`src/design/brle_pkg.sv`:
```
// ----------------------------------------------------------------------------
// brle_pkg: shared types and constants of the bit run-length encoder
// Widths of the byte, run length and bit index, and the item and result
// records that travel through the queues.
// ----------------------------------------------------------------------------
package brle_pkg;

  localparam int BYTE_W    = 8;
  localparam int RUN_LEN_W = 7;
  localparam int BIT_IDX_W = 3;

  localparam logic [BIT_IDX_W-1:0] BIT_FIRST = BIT_IDX_W'(BYTE_W - 1);
  localparam logic [BIT_IDX_W-1:0] BIT_LAST  = '0;

  typedef struct packed {
    logic [BYTE_W-1:0] data_byte;
    logic              end_of_data;
  } item_t;

  typedef struct packed {
    logic [BYTE_W-1:0] code_byte;
    logic              last_of_item;
  } result_t;

endpackage

```
`src/design/brle_fifo.sv`:
```
// ----------------------------------------------------------------------------
// brle_fifo: small synchronous queue
// Register-based first-in first-out buffer; push and pop may occur in the
// same cycle. DEPTH is a power of two, at least 2.
// ----------------------------------------------------------------------------
module brle_fifo #(
  parameter int W     = 8,
  parameter int DEPTH = 2
) (
  input  logic         clk,
  input  logic         rst,
  input  logic         push,
  input  logic [W-1:0] wdata,
  output logic         full,
  input  logic         pop,
  output logic [W-1:0] rdata,
  output logic         empty
);

  localparam int AW = $clog2(DEPTH);

  logic [W-1:0] mem [DEPTH];
  logic [AW:0]  wr_ptr;
  logic [AW:0]  rd_ptr;
  logic         do_push;
  logic         do_pop;

  assign empty   = (wr_ptr == rd_ptr);
  assign full    = (wr_ptr[AW] != rd_ptr[AW]) && (wr_ptr[AW-1:0] == rd_ptr[AW-1:0]);
  assign do_push = push && !full;
  assign do_pop  = pop && !empty;
  assign rdata   = mem[rd_ptr[AW-1:0]];

  always_ff @(posedge clk) begin
    if (do_push) begin
      mem[wr_ptr[AW-1:0]] <= wdata;
    end
  end

  always_ff @(posedge clk) begin
    if (rst) begin
      wr_ptr <= '0;
      rd_ptr <= '0;
    end else begin
      if (do_push) begin
        wr_ptr <= wr_ptr + 1'b1;
      end
      if (do_pop) begin
        rd_ptr <= rd_ptr + 1'b1;
      end
    end
  end

endmodule

```
`src/design/brle_scan.sv`:
```
// ----------------------------------------------------------------------------
// brle_scan: bit scanner and code generator
// Walks one queued byte a bit per cycle while the result queue has room,
// tracks the open run, and stages each code so the final code of a byte can be marked.
// ----------------------------------------------------------------------------
module brle_scan import brle_pkg::*; #(
  parameter int MAX_RUN = 127
) (
  input  logic    clk,
  input  logic    rst,
  input  item_t   item,
  input  logic    item_valid,
  output logic    item_take,
  output result_t res,
  output logic    res_push,
  input  logic    res_full
);

  localparam logic [RUN_LEN_W-1:0] RUN_MAX = RUN_LEN_W'(MAX_RUN);

  // run state
  logic                 run_value, run_value_next;
  logic [RUN_LEN_W-1:0] run_length, run_length_next;
  logic                 run_open, run_open_next;
  // scan position
  logic [BIT_IDX_W-1:0] bit_idx, bit_idx_next;
  logic                 flush, flush_next;
  // staged code
  logic                 stage_valid;
  logic                 stage_final;
  logic [BYTE_W-1:0]    stage_code;

  logic                 cur_bit;
  logic [RUN_LEN_W-1:0] len_inc;
  logic                 gen;
  logic [BYTE_W-1:0]    gen_code;
  logic                 end_step;
  logic                 push_need;
  logic                 advance;

  assign cur_bit = item.data_byte[bit_idx];
  assign len_inc = run_length + 1'b1;

  // one scan step of the byte at the head of the queue
  always_comb begin
    run_value_next  = run_value;
    run_length_next = run_length;
    run_open_next   = run_open;
    bit_idx_next    = bit_idx;
    flush_next      = flush;
    gen             = 1'b0;
    gen_code        = {run_value, run_length};
    end_step        = 1'b0;
    if (item_valid) begin
      if (flush) begin
        gen             = 1'b1;
        run_open_next   = 1'b0;
        run_length_next = '0;
        flush_next      = 1'b0;
        bit_idx_next    = BIT_FIRST;
        end_step        = 1'b1;
      end else begin
        if (run_open && (cur_bit == run_value)) begin
          if (len_inc >= RUN_MAX) begin
            gen             = 1'b1;
            gen_code        = {run_value, len_inc};
            run_open_next   = 1'b0;
            run_length_next = '0;
          end else begin
            run_length_next = len_inc;
          end
        end else begin
          gen             = run_open;
          run_value_next  = cur_bit;
          run_length_next = RUN_LEN_W'(1);
          run_open_next   = 1'b1;
        end
        if (bit_idx == BIT_LAST) begin
          bit_idx_next = BIT_FIRST;
          if (item.end_of_data && run_open_next) begin
            flush_next = 1'b1;
          end else begin
            end_step = 1'b1;
          end
        end else begin
          bit_idx_next = bit_idx - 1'b1;
        end
      end
    end
  end

  // release the staged code once the next code or the end of the byte is known
  assign push_need = stage_valid && (stage_final || gen || end_step);
  assign res_push  = push_need && !res_full;
  assign advance   = item_valid && !(push_need && res_full);
  assign item_take = advance && end_step;
  assign res.code_byte    = stage_code;
  assign res.last_of_item = stage_final || (end_step && !gen);

  always_ff @(posedge clk) begin
    if (rst) begin
      run_value   <= 1'b0;
      run_length  <= '0;
      run_open    <= 1'b0;
      bit_idx     <= BIT_FIRST;
      flush       <= 1'b0;
      stage_valid <= 1'b0;
      stage_final <= 1'b0;
    end else begin
      if (res_push) begin
        stage_valid <= 1'b0;
        stage_final <= 1'b0;
      end
      if (advance) begin
        run_value  <= run_value_next;
        run_length <= run_length_next;
        run_open   <= run_open_next;
        bit_idx    <= bit_idx_next;
        flush      <= flush_next;
        if (gen) begin
          stage_valid <= 1'b1;
          stage_final <= end_step;
        end
      end
    end
  end

  always_ff @(posedge clk) begin
    if (advance && gen) begin
      stage_code <= gen_code;
    end
  end

  a_len_below_max: assert property (@(posedge clk) disable iff (rst)
    run_open |-> (run_length < RUN_MAX))
    else $error("open run reached its maximum length without a code");

  a_closed_run_empty: assert property (@(posedge clk) disable iff (rst)
    !run_open |-> (run_length == '0))
    else $error("closed run holds a length");

  a_flush_needs_run: assert property (@(posedge clk) disable iff (rst)
    flush |-> (run_open && item_valid && item.end_of_data))
    else $error("flush step without a pending run at end of data");

  a_final_drains: assert property (@(posedge clk) disable iff (rst)
    (stage_final && !res_full) |-> res_push && res.last_of_item)
    else $error("final code of a byte not released");

  a_stall_holds_pos: assert property (@(posedge clk) disable iff (rst)
    (item_valid && push_need && res_full) |=> $stable(bit_idx) && $stable(run_length))
    else $error("scan advanced while the result queue was full");

endmodule

```
`src/design/bit_run_length_encoder_top.sv`:
```
// ----------------------------------------------------------------------------
// bit_run_length_encoder_top: bit run-length encoder with 7-bit run counts
// Input bytes form one bit stream, most significant bit first; each
// finished run of equal bits leaves as one code byte.
// ----------------------------------------------------------------------------
// Usage: push bytes while full is low; pop code bytes while empty is low.
// Each code carries the run's bit value in bit 7 and its length, 1 to
// MAX_RUN, in bits 6..0; a run that reaches MAX_RUN leaves at once and the
// next bit opens a fresh run. A byte marked end_of_data flushes the pending
// run after its own bits, so the next byte begins a new stream. The code that
// closes the output of a byte has last_of_item set; a byte that finishes no
// run gives no code at all. Throughput is set by the scanner, which handles
// one bit per cycle as long as the result queue has room, plus a flush step
// when the end_of_data flag of a byte finds a pending run. The request queue
// holds up to IN_DEPTH bytes, the one under scan included, and up to
// OUT_DEPTH codes wait behind the scanner, plus one staged code. Each code is
// held back until the next code or the end of its byte shows whether it is
// the last one, and longer while the result queue is full.
// ----------------------------------------------------------------------------
module bit_run_length_encoder_top import brle_pkg::*; #(
  parameter int MAX_RUN   = 127,
  parameter int IN_DEPTH  = 2,
  parameter int OUT_DEPTH = 4
) (
  input  logic              clk,
  input  logic              rst,
  // request side
  input  logic              push,
  output logic              full,
  input  logic [BYTE_W-1:0] data_byte,
  input  logic              end_of_data,
  // result side
  output logic              empty,
  input  logic              pop,
  output logic [BYTE_W-1:0] code_byte,
  output logic              last_of_item
);

  item_t   in_item;
  item_t   head_item;
  logic    head_empty;
  logic    head_take;
  result_t scan_res;
  logic    scan_push;
  logic    res_full;
  result_t out_res;

  // front: hold incoming requests until the scanner takes them
  assign in_item.data_byte   = data_byte;
  assign in_item.end_of_data = end_of_data;

  brle_fifo #(
    .W     ($bits(item_t)),
    .DEPTH (IN_DEPTH)
  ) u_req_fifo (
    .clk   (clk),
    .rst   (rst),
    .push  (push),
    .wdata (in_item),
    .full  (full),
    .pop   (head_take),
    .rdata (head_item),
    .empty (head_empty)
  );

  // back: scan one bit per cycle while the result queue has room, and stage the codes
  brle_scan #(
    .MAX_RUN (MAX_RUN)
  ) u_scan (
    .clk        (clk),
    .rst        (rst),
    .item       (head_item),
    .item_valid (!head_empty),
    .item_take  (head_take),
    .res        (scan_res),
    .res_push   (scan_push),
    .res_full   (res_full)
  );

  // result queue: decouple the consumer from the scanner
  brle_fifo #(
    .W     ($bits(result_t)),
    .DEPTH (OUT_DEPTH)
  ) u_res_fifo (
    .clk   (clk),
    .rst   (rst),
    .push  (scan_push),
    .wdata (scan_res),
    .full  (res_full),
    .pop   (pop),
    .rdata (out_res),
    .empty (empty)
  );

  assign code_byte    = out_res.code_byte;
  assign last_of_item = out_res.last_of_item;

endmodule

```
`config.mk`:
```
export PLATFORM = sky130hd
export DESIGN_NAME = bit_run_length_encoder_top
export DESIGN_NICKNAME = d
export VERILOG_FILES = /design/src/design/brle_pkg.sv /design/src/design/brle_fifo.sv /design/src/design/brle_scan.sv /design/src/design/bit_run_length_encoder_top.sv
export SDC_FILE = /design/constraint.sdc
export NUM_CORES = 1
export LEC_CHECK = 0
export BUFFER_PORTS_ARGS = -buffer_cell sky130_fd_sc_hd__buf_2
export CORE_AREA = 2 2 101 103
export DETAILED_ROUTE_END_ITERATION = 7
export DIE_AREA = 0 0 103 105
export PLACE_DENSITY = 0.65
export SYNTH_ARGS = -nofsm -noshare
export SYNTH_HDL_FRONTEND = slang
export SYNTH_HIERARCHICAL = 1
export SYNTH_SLANG_ARGS = --single-unit
```
`constraint.sdc`:
```
create_clock -name clk -period 4.1 [get_ports clk]
set_clock_uncertainty 0.2 [all_clocks]
set_input_delay 0.205 -clock clk [delete_from_list [all_inputs] [get_ports clk]]
set_output_delay 0.205 -clock clk [all_outputs]
set_load 0.02 [all_outputs]
```
Word-level counts from Yosys, hierarchy flattened:

Memories as Yosys holds them, arrays and structs flattened. A register that Yosys moved wholly into a read port is not among the register bits.
Cells that the tools add are included.

* memories: 2
* register bits: 33
* memory bits (writable): 54
* output and inout port bits: 11
* word-level logic and storage cells: 100

* bitwise logic cells: 3
* multiplexer cells: 41
* reduce and logical (&&, ||, !) cells: 27
* $lt $le $gt $ge: 2
* add/sub/neg operators: 6
* equality and inequality tests: 7

Memories
* u_res_fifo.mem: words 4, bits a word 9, read ports 1, clocked after memory_dff 1, write ports 1, line brle_fifo.sv:22 `logic [W-1:0] mem [DEPTH];`
* u_req_fifo.mem: words 2, bits a word 9, read ports 1, clocked after memory_dff 1, write ports 1, line brle_fifo.sv:22

Operator list (count)
* two-way mux 7 bit: 7
* two-way mux 1 bit: 29
* logical AND 1 bit: 15
* adder 7 x 1 -> 7 bit (second input constant): 1
* >= comparator 7 bit (second input constant): 1
* adder 3 x 1 -> 3 bit (second input constant): 2
* logical NOT 1 bit: 6
* two-way mux 3 bit: 2
* adder 2 x 1 -> 2 bit (second input constant): 2
* == test 2 bit: 2
* < comparator 3 x 4 -> 1 bit (second input constant): 1
* two-way mux 2 bit: 2
* AND reduction 4 bit: 1
* binary-select mux 1 bit (select 3 bit): 1
* == test 3 bit: 1
* logical NOT 3 bit: 1
* logical OR 1 bit: 3
* NOT 1 bit: 3
* subtractor 3 x 1 -> 3 bit (second input constant): 1
* == test 1 bit: 2
* != test 1 bit: 2
* AND reduction 2 bit: 1

Logic depth before layout (Yosys ltp):

Gate-level depths: netlist of run 1.

* depth after elaboration: 21
* depth in mapped cells: 13
* depth with buffers taken out: 12

By module:

Netlist of run 1, hierarchy kept.

Modules (own cells, without submodules)
* brle_fifo (u_res_fifo): area each 1874.3 sq um, seq. area each 1241.2 sq um, instances 1, cells an instance 115
* brle_scan: area each 1455.1 sq um, seq. area each 540.5 sq um, instances 1, cells an instance 151
* brle_fifo (u_req_fifo): area each 930.9 sq um, seq. area each 640.6 sq um, instances 1, cells an instance 61
* bit_run_length_encoder_top: area each 3.8 sq um, seq. area each 0.0 sq um, instances 1, cells an instance 1

Worst setup path after synthesis of run 1:

Ideal clock, no wire load.

* kind: reg-to-reg
* start point: reg (tool-made name)
* end point: mem u_res_fifo/mem[3][0] (netlist bit), enable pin
* data required time: 3519 ps
* stages on the path, launching flop included: 11
* slack: 721 ps
* arrival time: 2799 ps
* library setup time: 381 ps
* cell sequence: dfxtp_1 > buf_2 > mux2_2 > mux4_1 > mux2i_4 > xor2_4 > o21ai_1 > a21boi_1 > nor2_1 > nand2_1 > a31oi_1

RTL lines (line)
* end: declaration: brle_fifo.sv:22

==> results_dict.tcl, run 1 <==
set metrics [dict create \
    root_buffer "clkbuf_8" \
    synthDistinctLibCells 65 \
    grt_use_total_pct 14.9 \
    ff2ff_setup_slack_ns 0.38 \
    cts_tree "built" \
    drive_gt1_share_pct 21.0 \
    fmax_ghz 0.268 \
    fin_area_mm2 0.00477 \
    maxSlewHeadroom_pct 39.4 \
    r2r_end "u_res_fifo/mem[1][0]$_DFFE_PP_" \
    status "completed" \
    coreArea_mm2 0.00964 \
    max_stage_delay_ns 0.55 \
    rows 36 \
    grt_pass1_wl_mm 12.5 \
    cts_buffers 9 \
    grt_max_degree 29 \
    irDropWorstVdd_mv 0.245 \
    firstDrtPassIters 4 \
    overflow 0 \
    syn_area_per_cell_um2 13.0 \
    yosys_register_bits 90 \
    synthMuxAreaShare_pct 10.6 \
    wl_per_cell_um 14.9 \
    path_cells "mux2_2, mux4_1, mux2i_4, xor2_4, o21ai_1, a21boi_1, nor2_1, inv_1, a31oi_1, and2_1" \
    synth_nets 351 \
    final_core_util_pct 49.5 \
    cp.required_ns 3.92 \
    cts.htree.levels 3 \
    worstPathArrival_ns 3.54 \
    min_path_type "in2reg" \
    place_congestion 0.845 \
    final_nets 380 \
    cts_setup_buffers 0 \
    worst_hold_slack_ns 0.0547 \
    netlist_area_mm2 0.00426 \
    start_kind "register" \
    setup_viol 0 \
    min-delay-start "pop" \
    synth.top_cell.area_share_pct 43.7 \
    dpl-instance-area_mm2 0.00446 \
    clock-sinks 90 \
    cts_buffer_depth 2 \
    dpl.cell_count 469 \
    seq_area_frac_synth_pct 56.8 \
    fin_cells 495 \
    tightest_slew_ns 0.909 \
    drt-total-wl_mm 7.38 \
    synthSimpleGateAreaFrac_pct 11.3 \
    ant_nets 0 \
    synth_compound_area_share_pct 11.9 \
    clkTransAtPathRegs_ns 0.10 \
    grt_pass1_vias 2619 \
    fin_crit_sh_pct 90.8 \
    antenna_found_initial 0 \
    power.density_mw_per_mm2 403 \
    grt_setup_unrepaired "false" \
    cts_resized 0 \
    hpwlAfterDp_mm 5.12 \
    synth.most_common_cell "edfxtp_1" \
    crit_path_end_kind "register" \
    drt_iter0_drc 181 \
    synth_async_sr_flop_share_pct 0 \
    insertion_delay_ns 0.36 \
    synthAdderAreaFrac_pct 2.93 \
    ios 24 \
    hold_depth 4 \
    port_buffers 23 \
    yosys_warnings 6 \
    whs_endpoint "u_res_fifo/rd_ptr[2]$_SDFFE_PP0P_" \
    ys_top_cells_by_count "edfxtp_1 (62), dfxtp_1 (28), nor2_1 (24)" \
    hold_viol_final 0 \
    path_class "reg2reg" \
    synth_cells 328 \
    area_growth_pct 11.8 \
    die_area_mm2 0.0108 \
    drt-vias-per-instance 5.37 \
    p_leak_uw 0.00164 \
    synth.area.top_cells "edfxtp_1 (44%), dfxtp_1 (13%), mux4_2 (4.8%)" \
    num_vias 2658 \
    final_max_slew_viol_count 0 \
    fin_tns_setup_ns 0 \
    cap_violations 0 \
    synthXorXnorAreaFrac_pct 2.67 \
    die_x_um 103 \
    yosysTopAreaCell "edfxtp_1" \
    r2r_cells 10 \
    dominantRegCellSynth "edfxtp_1" \
    start_util_pct 44.2 \
    synth_top_family_by_area "compound AO/OA/AOI/OAI gates" \
    crit_slowest_cell "mux4_1" \
    diodes 0 \
    path_max_fanout 9 \
    drc 0 \
    fin_crit_ns 3.72 \
    die_h_um 105 \
    synth_edf_count 62 \
]
## worst max-delay path, delay by kind of cell, from the launching register on
kind	cells	cell delay, ns
xor+xnor	1	0.15
buf+inv	1	0.11
compound gates	3	0.44
flops	1	0.54
simple gates	2	0.78
mux	3	1.15
## logic make-up (layout without fill, tap and decap cells)
kind of cell             count (synthesis)  after routing
AND/OR/NAND/NOR                         92             92
flip-flops                              90             90
AO/OA/AOI/OAI                           65             65
buffers and inverters                   33             67
multiplexers                            28             28
adder cells (fa/ha/maj)                 10             10
XOR/XNOR                                10             10
## what timing repair did
| item | CTS | global route |
|---|---|---|
| setup endpoints to repair | 0 | 0 |
| endpoints found under the hold margin | 20 | 0 |
| hold buffers | 10 | 0 |
## registers in the layout, indices dropped and copies added (netlist names), named ones only
| name | flops |
|---|---|
| u_res_fifo/mem | 36 |
| u_scan/flush | 1 |
| u_res_fifo/rd_ptr | 3 |
| u_res_fifo/wr_ptr | 3 |
| u_scan/stage_code | 8 |
| u_scan/run_length | 7 |
| u_req_fifo/mem | 18 |
| u_scan/stage_valid | 1 |
| u_scan/run_open | 1 |
| u_scan/stage_final | 1 |
| u_req_fifo/rd_ptr | 2 |
| u_scan/bit_idx | 3 |
| u_req_fifo/wr_ptr | 2 |
| u_scan/run_value | 1 |
## layout make-up
cell class	count	area, um^2
clock buffers	9	124
clock inverters	7	86.3
fillers	853	4870
inverters	16	60.1
multi-input cells	205	1680
flip-flops and latches	90	2420
well taps	133	166
repair buffers	35	230
## through the flow
step           total power [uW]  setup WS, ns
2_1_floorplan              1270         0.721
3_3_place_gp               1330         0.527
3_5_place_dp               1340         0.431
4_1_cts                    1950         0.384
5_1_grt                    2020         0.140
6_report                   1920         0.375
## power by group
group	switching, uW	internal [uW]
sequential	48.3	1000
combinational	146	127
clock	358	243
total	553	1370
## per-layer routing
layer	GRT usage, %	routed length, um
met2	25.6	3800
met5	0	0
met4	4.61	75
met3	3.68	198
met1	18.2	3310
## layout by cell type (no fill, tap or decap), types with 9 or more instances in the layout
| master | count |
|---|---|
| edfxtp_1 | 62 |
| clkbuf_8 | 9 |
| ha_1 | 10 |
| buf_2 | 23 |
| inv_1 | 15 |
| mux2_2 | 10 |
| dfxtp_1 | 28 |
| o21ai_0 | 11 |
| dlygate4sd3_1 | 10 |
| mux4_2 | 9 |
| nand2_1 | 21 |
| nor2_1 | 24 |
| a21oi_1 | 16 |
## worst max path at each step
stage	endpoint	depth (start not counted)	slack, ns
2_1_floorplan	u_res_fifo/mem[3][0]$_DFFE_PP_	10	0.72
3_3_place_gp	u_res_fifo/mem[1][4]$_DFFE_PP_	10	0.53
3_5_place_dp	u_res_fifo/mem[1][4]$_DFFE_PP_	10	0.43
4_1_cts	u_res_fifo/mem[1][0]$_DFFE_PP_	10	0.38
5_1_grt	u_res_fifo/mem[0][2]$_DFFE_PP_	10	0.14
6_report	u_res_fifo/mem[1][0]$_DFFE_PP_	10	0.38
No activity file was read; power rests on OpenSTA's default activity.
==> run 2, diff against run 1 <==
REMOVE_ABC_BUFFERS = 1   (was unset)
==> run 2 against run 1 <==
- die area unchanged
- register-to-register slack improved by 0.09 ns
- non-clock buffer count unchanged
- critical endpoint is now u_res_fifo/mem[0][1]$_DFFE_PP_
- highest routed layer unchanged
- global-route usage decreased by 0.66 points
- utilization decreased by 0.17 points
- critical path depth unchanged
- critical path type unchanged
- maximum frequency increased by 2.5%
- combinational power about the same
- wire length decreased by 2.5%
==> results_dict.tcl, run 2 (synthesis results as in run 1) <==
set metrics [dict create \
    status "completed" \
    crit_path_end_kind "register" \
    cts_tree "built" \
    path_class "reg2reg" \
    path_max_fanout 9 \
    port_buffers 23 \
    fin_cells 495 \
    power.density_mw_per_mm2 398 \
    grt_setup_unrepaired "false" \
    largest_register_ffs 36 \
    max_stage_delay_ns 0.55 \
    dpl.cell_count 469 \
    worst_hold_slack_ns 0.0635 \
    clkTransAtPathRegs_ns 0.09 \
    fin_crit_ns 3.63 \
    final_nets 380 \
    root_buffer "clkbuf_8" \
    final_cell_mix "edfxtp_1 (62), dfxtp_1 (28), nor2_1 (24)" \
    die_x_um 103 \
    hpwlAfterDp_mm 4.98 \
    drt-total-wl_mm 7.19 \
    p_leak_uw 0.00163 \
    drive_gt1_share_pct 21.0 \
    firstDrtPassIters 4 \
    drt-vias-per-instance 5.31 \
    cts.htree.levels 3 \
    ios 24 \
    rows 36 \
    fin_tns_setup_ns 0 \
    num_vias 2629 \
    area_growth_pct 11.4 \
    fin_crit_sh_pct 88.6 \
    place_congestion 0.890 \
    crit_slowest_cell "dfxtp_1" \
    cp.required_ns 3.91 \
    grt_pass1_wl_mm 12.2 \
    die_area_mm2 0.0108 \
    final_core_util_pct 49.3 \
    min_path_type "in2reg" \
    grt_use_total_pct 14.2 \
    clock-sinks 90 \
    tightest_slew_ns 0.860 \
    irDropWorstVdd_mv 0.250 \
    path_cells "mux2_2, mux4_1, mux2i_4, xor2_4, o21ai_1, a21boi_1, nor2_1, inv_1, a31oi_1, and2_1" \
    grt_max_degree 29 \
    start_util_pct 44.2 \
    final_common_cell "edfxtp_1" \
    insertion_delay_ns 0.35 \
    hold_viol_final 0 \
    antenna_found_initial 0 \
    coreArea_mm2 0.00964 \
    cap_violations 0 \
    overflow 0 \
    maxSlewHeadroom_pct 42.6 \
    start_kind "register" \
    final_max_slew_viol_count 0 \
    p_total_uw 1890 \
    drc 0 \
    diodes 0 \
    cts_buffers 9 \
    worstPathArrival_ns 3.44 \
    fmax_ghz 0.275 \
    cts_buffer_depth 2 \
    ant_nets 0 \
    setup_viol 0 \
    wl_per_cell_um 14.5 \
    grt_pass1_vias 2578 \
    drt_iter0_drc 162 \
    die_h_um 105 \
]
[run 2: cell count changes in the layout (fill, tap and decap cells not counted)]
cell | before | now
clkinv_4 | 3 | 0
inv_6 | 0 | 1
inv_8 | 1 | 2
clkinv_8 | 3 | 1
clkinvlp_4 | 0 | 3
[run 2: power breakdown]
group	internal, uW	switching (uW)
clock network	236	338
registers	1000	48.6
logic	127	144
[run 2: what timing repair did]
item	in CTS	in global routing
gates resized for setup	0	0
hold buffers	10	0
setup buffers	0	0
endpoints found under the hold margin	20	0
[run 2: layout make-up]
| cell class | instances | area (um^2) |
|---|---|---|
| fill | 868 | 4890 |
| sequential | 90 | 2420 |
| multi-input combinational | 205 | 1680 |
| timing repair buffer | 35 | 230 |
| tap | 133 | 166 |
| clock buffer | 9 | 124 |
| clock inverter | 7 | 70.1 |
| inverter | 16 | 60.1 |
[run 2: final timing paths]
path / startpoint / to / slack, ns / cells past startpoint
worst max-delay path: register / u_res_fifo/mem[0][1]$_DFFE_PP_ / 0.47 / 10
worst min-delay path: pop / u_res_fifo/rd_ptr[2]$_SDFFE_PP0P_ / 0.06 / 4
worst max register to register: register / u_res_fifo/mem[0][1]$_DFFE_PP_ / 0.47 / 10
worst min register to register: u_scan/stage_code[0]$_DFFE_PP_ / u_res_fifo/mem[1][1]$_DFFE_PP_ / 0.31 / 0
[run 2: through the flow]
stage	cell area (um^2)	setup slack, ns
after detailed placement	4460	0.429
after floorplan	4160	0.694
after global routing	4750	0.151
after CTS	4750	0.406
after global placement	4460	0.525
final	4750	0.467
[run 2: metal layers]
layer	track usage (%)	share of wire, %	vias to the layer above
met5	0	0	-
met4	5.17	1.2	0
met3	3.41	3.4	10
met2	23.4	50	41
met1	18.1	46	1270
li1	-	-	1308
[run 2: worst max-delay path: cells and delay by family (launching register included)]
kind | cells | cell delay, ns
AOI/OAI and AO/OA | 3 | 0.40
xor gates and xnor gates | 1 | 0.15
buffers and inverters | 1 | 0.09
DFF | 1 | 0.55
muxes | 3 | 1.15
and+or+nand+nor | 2 | 0.74
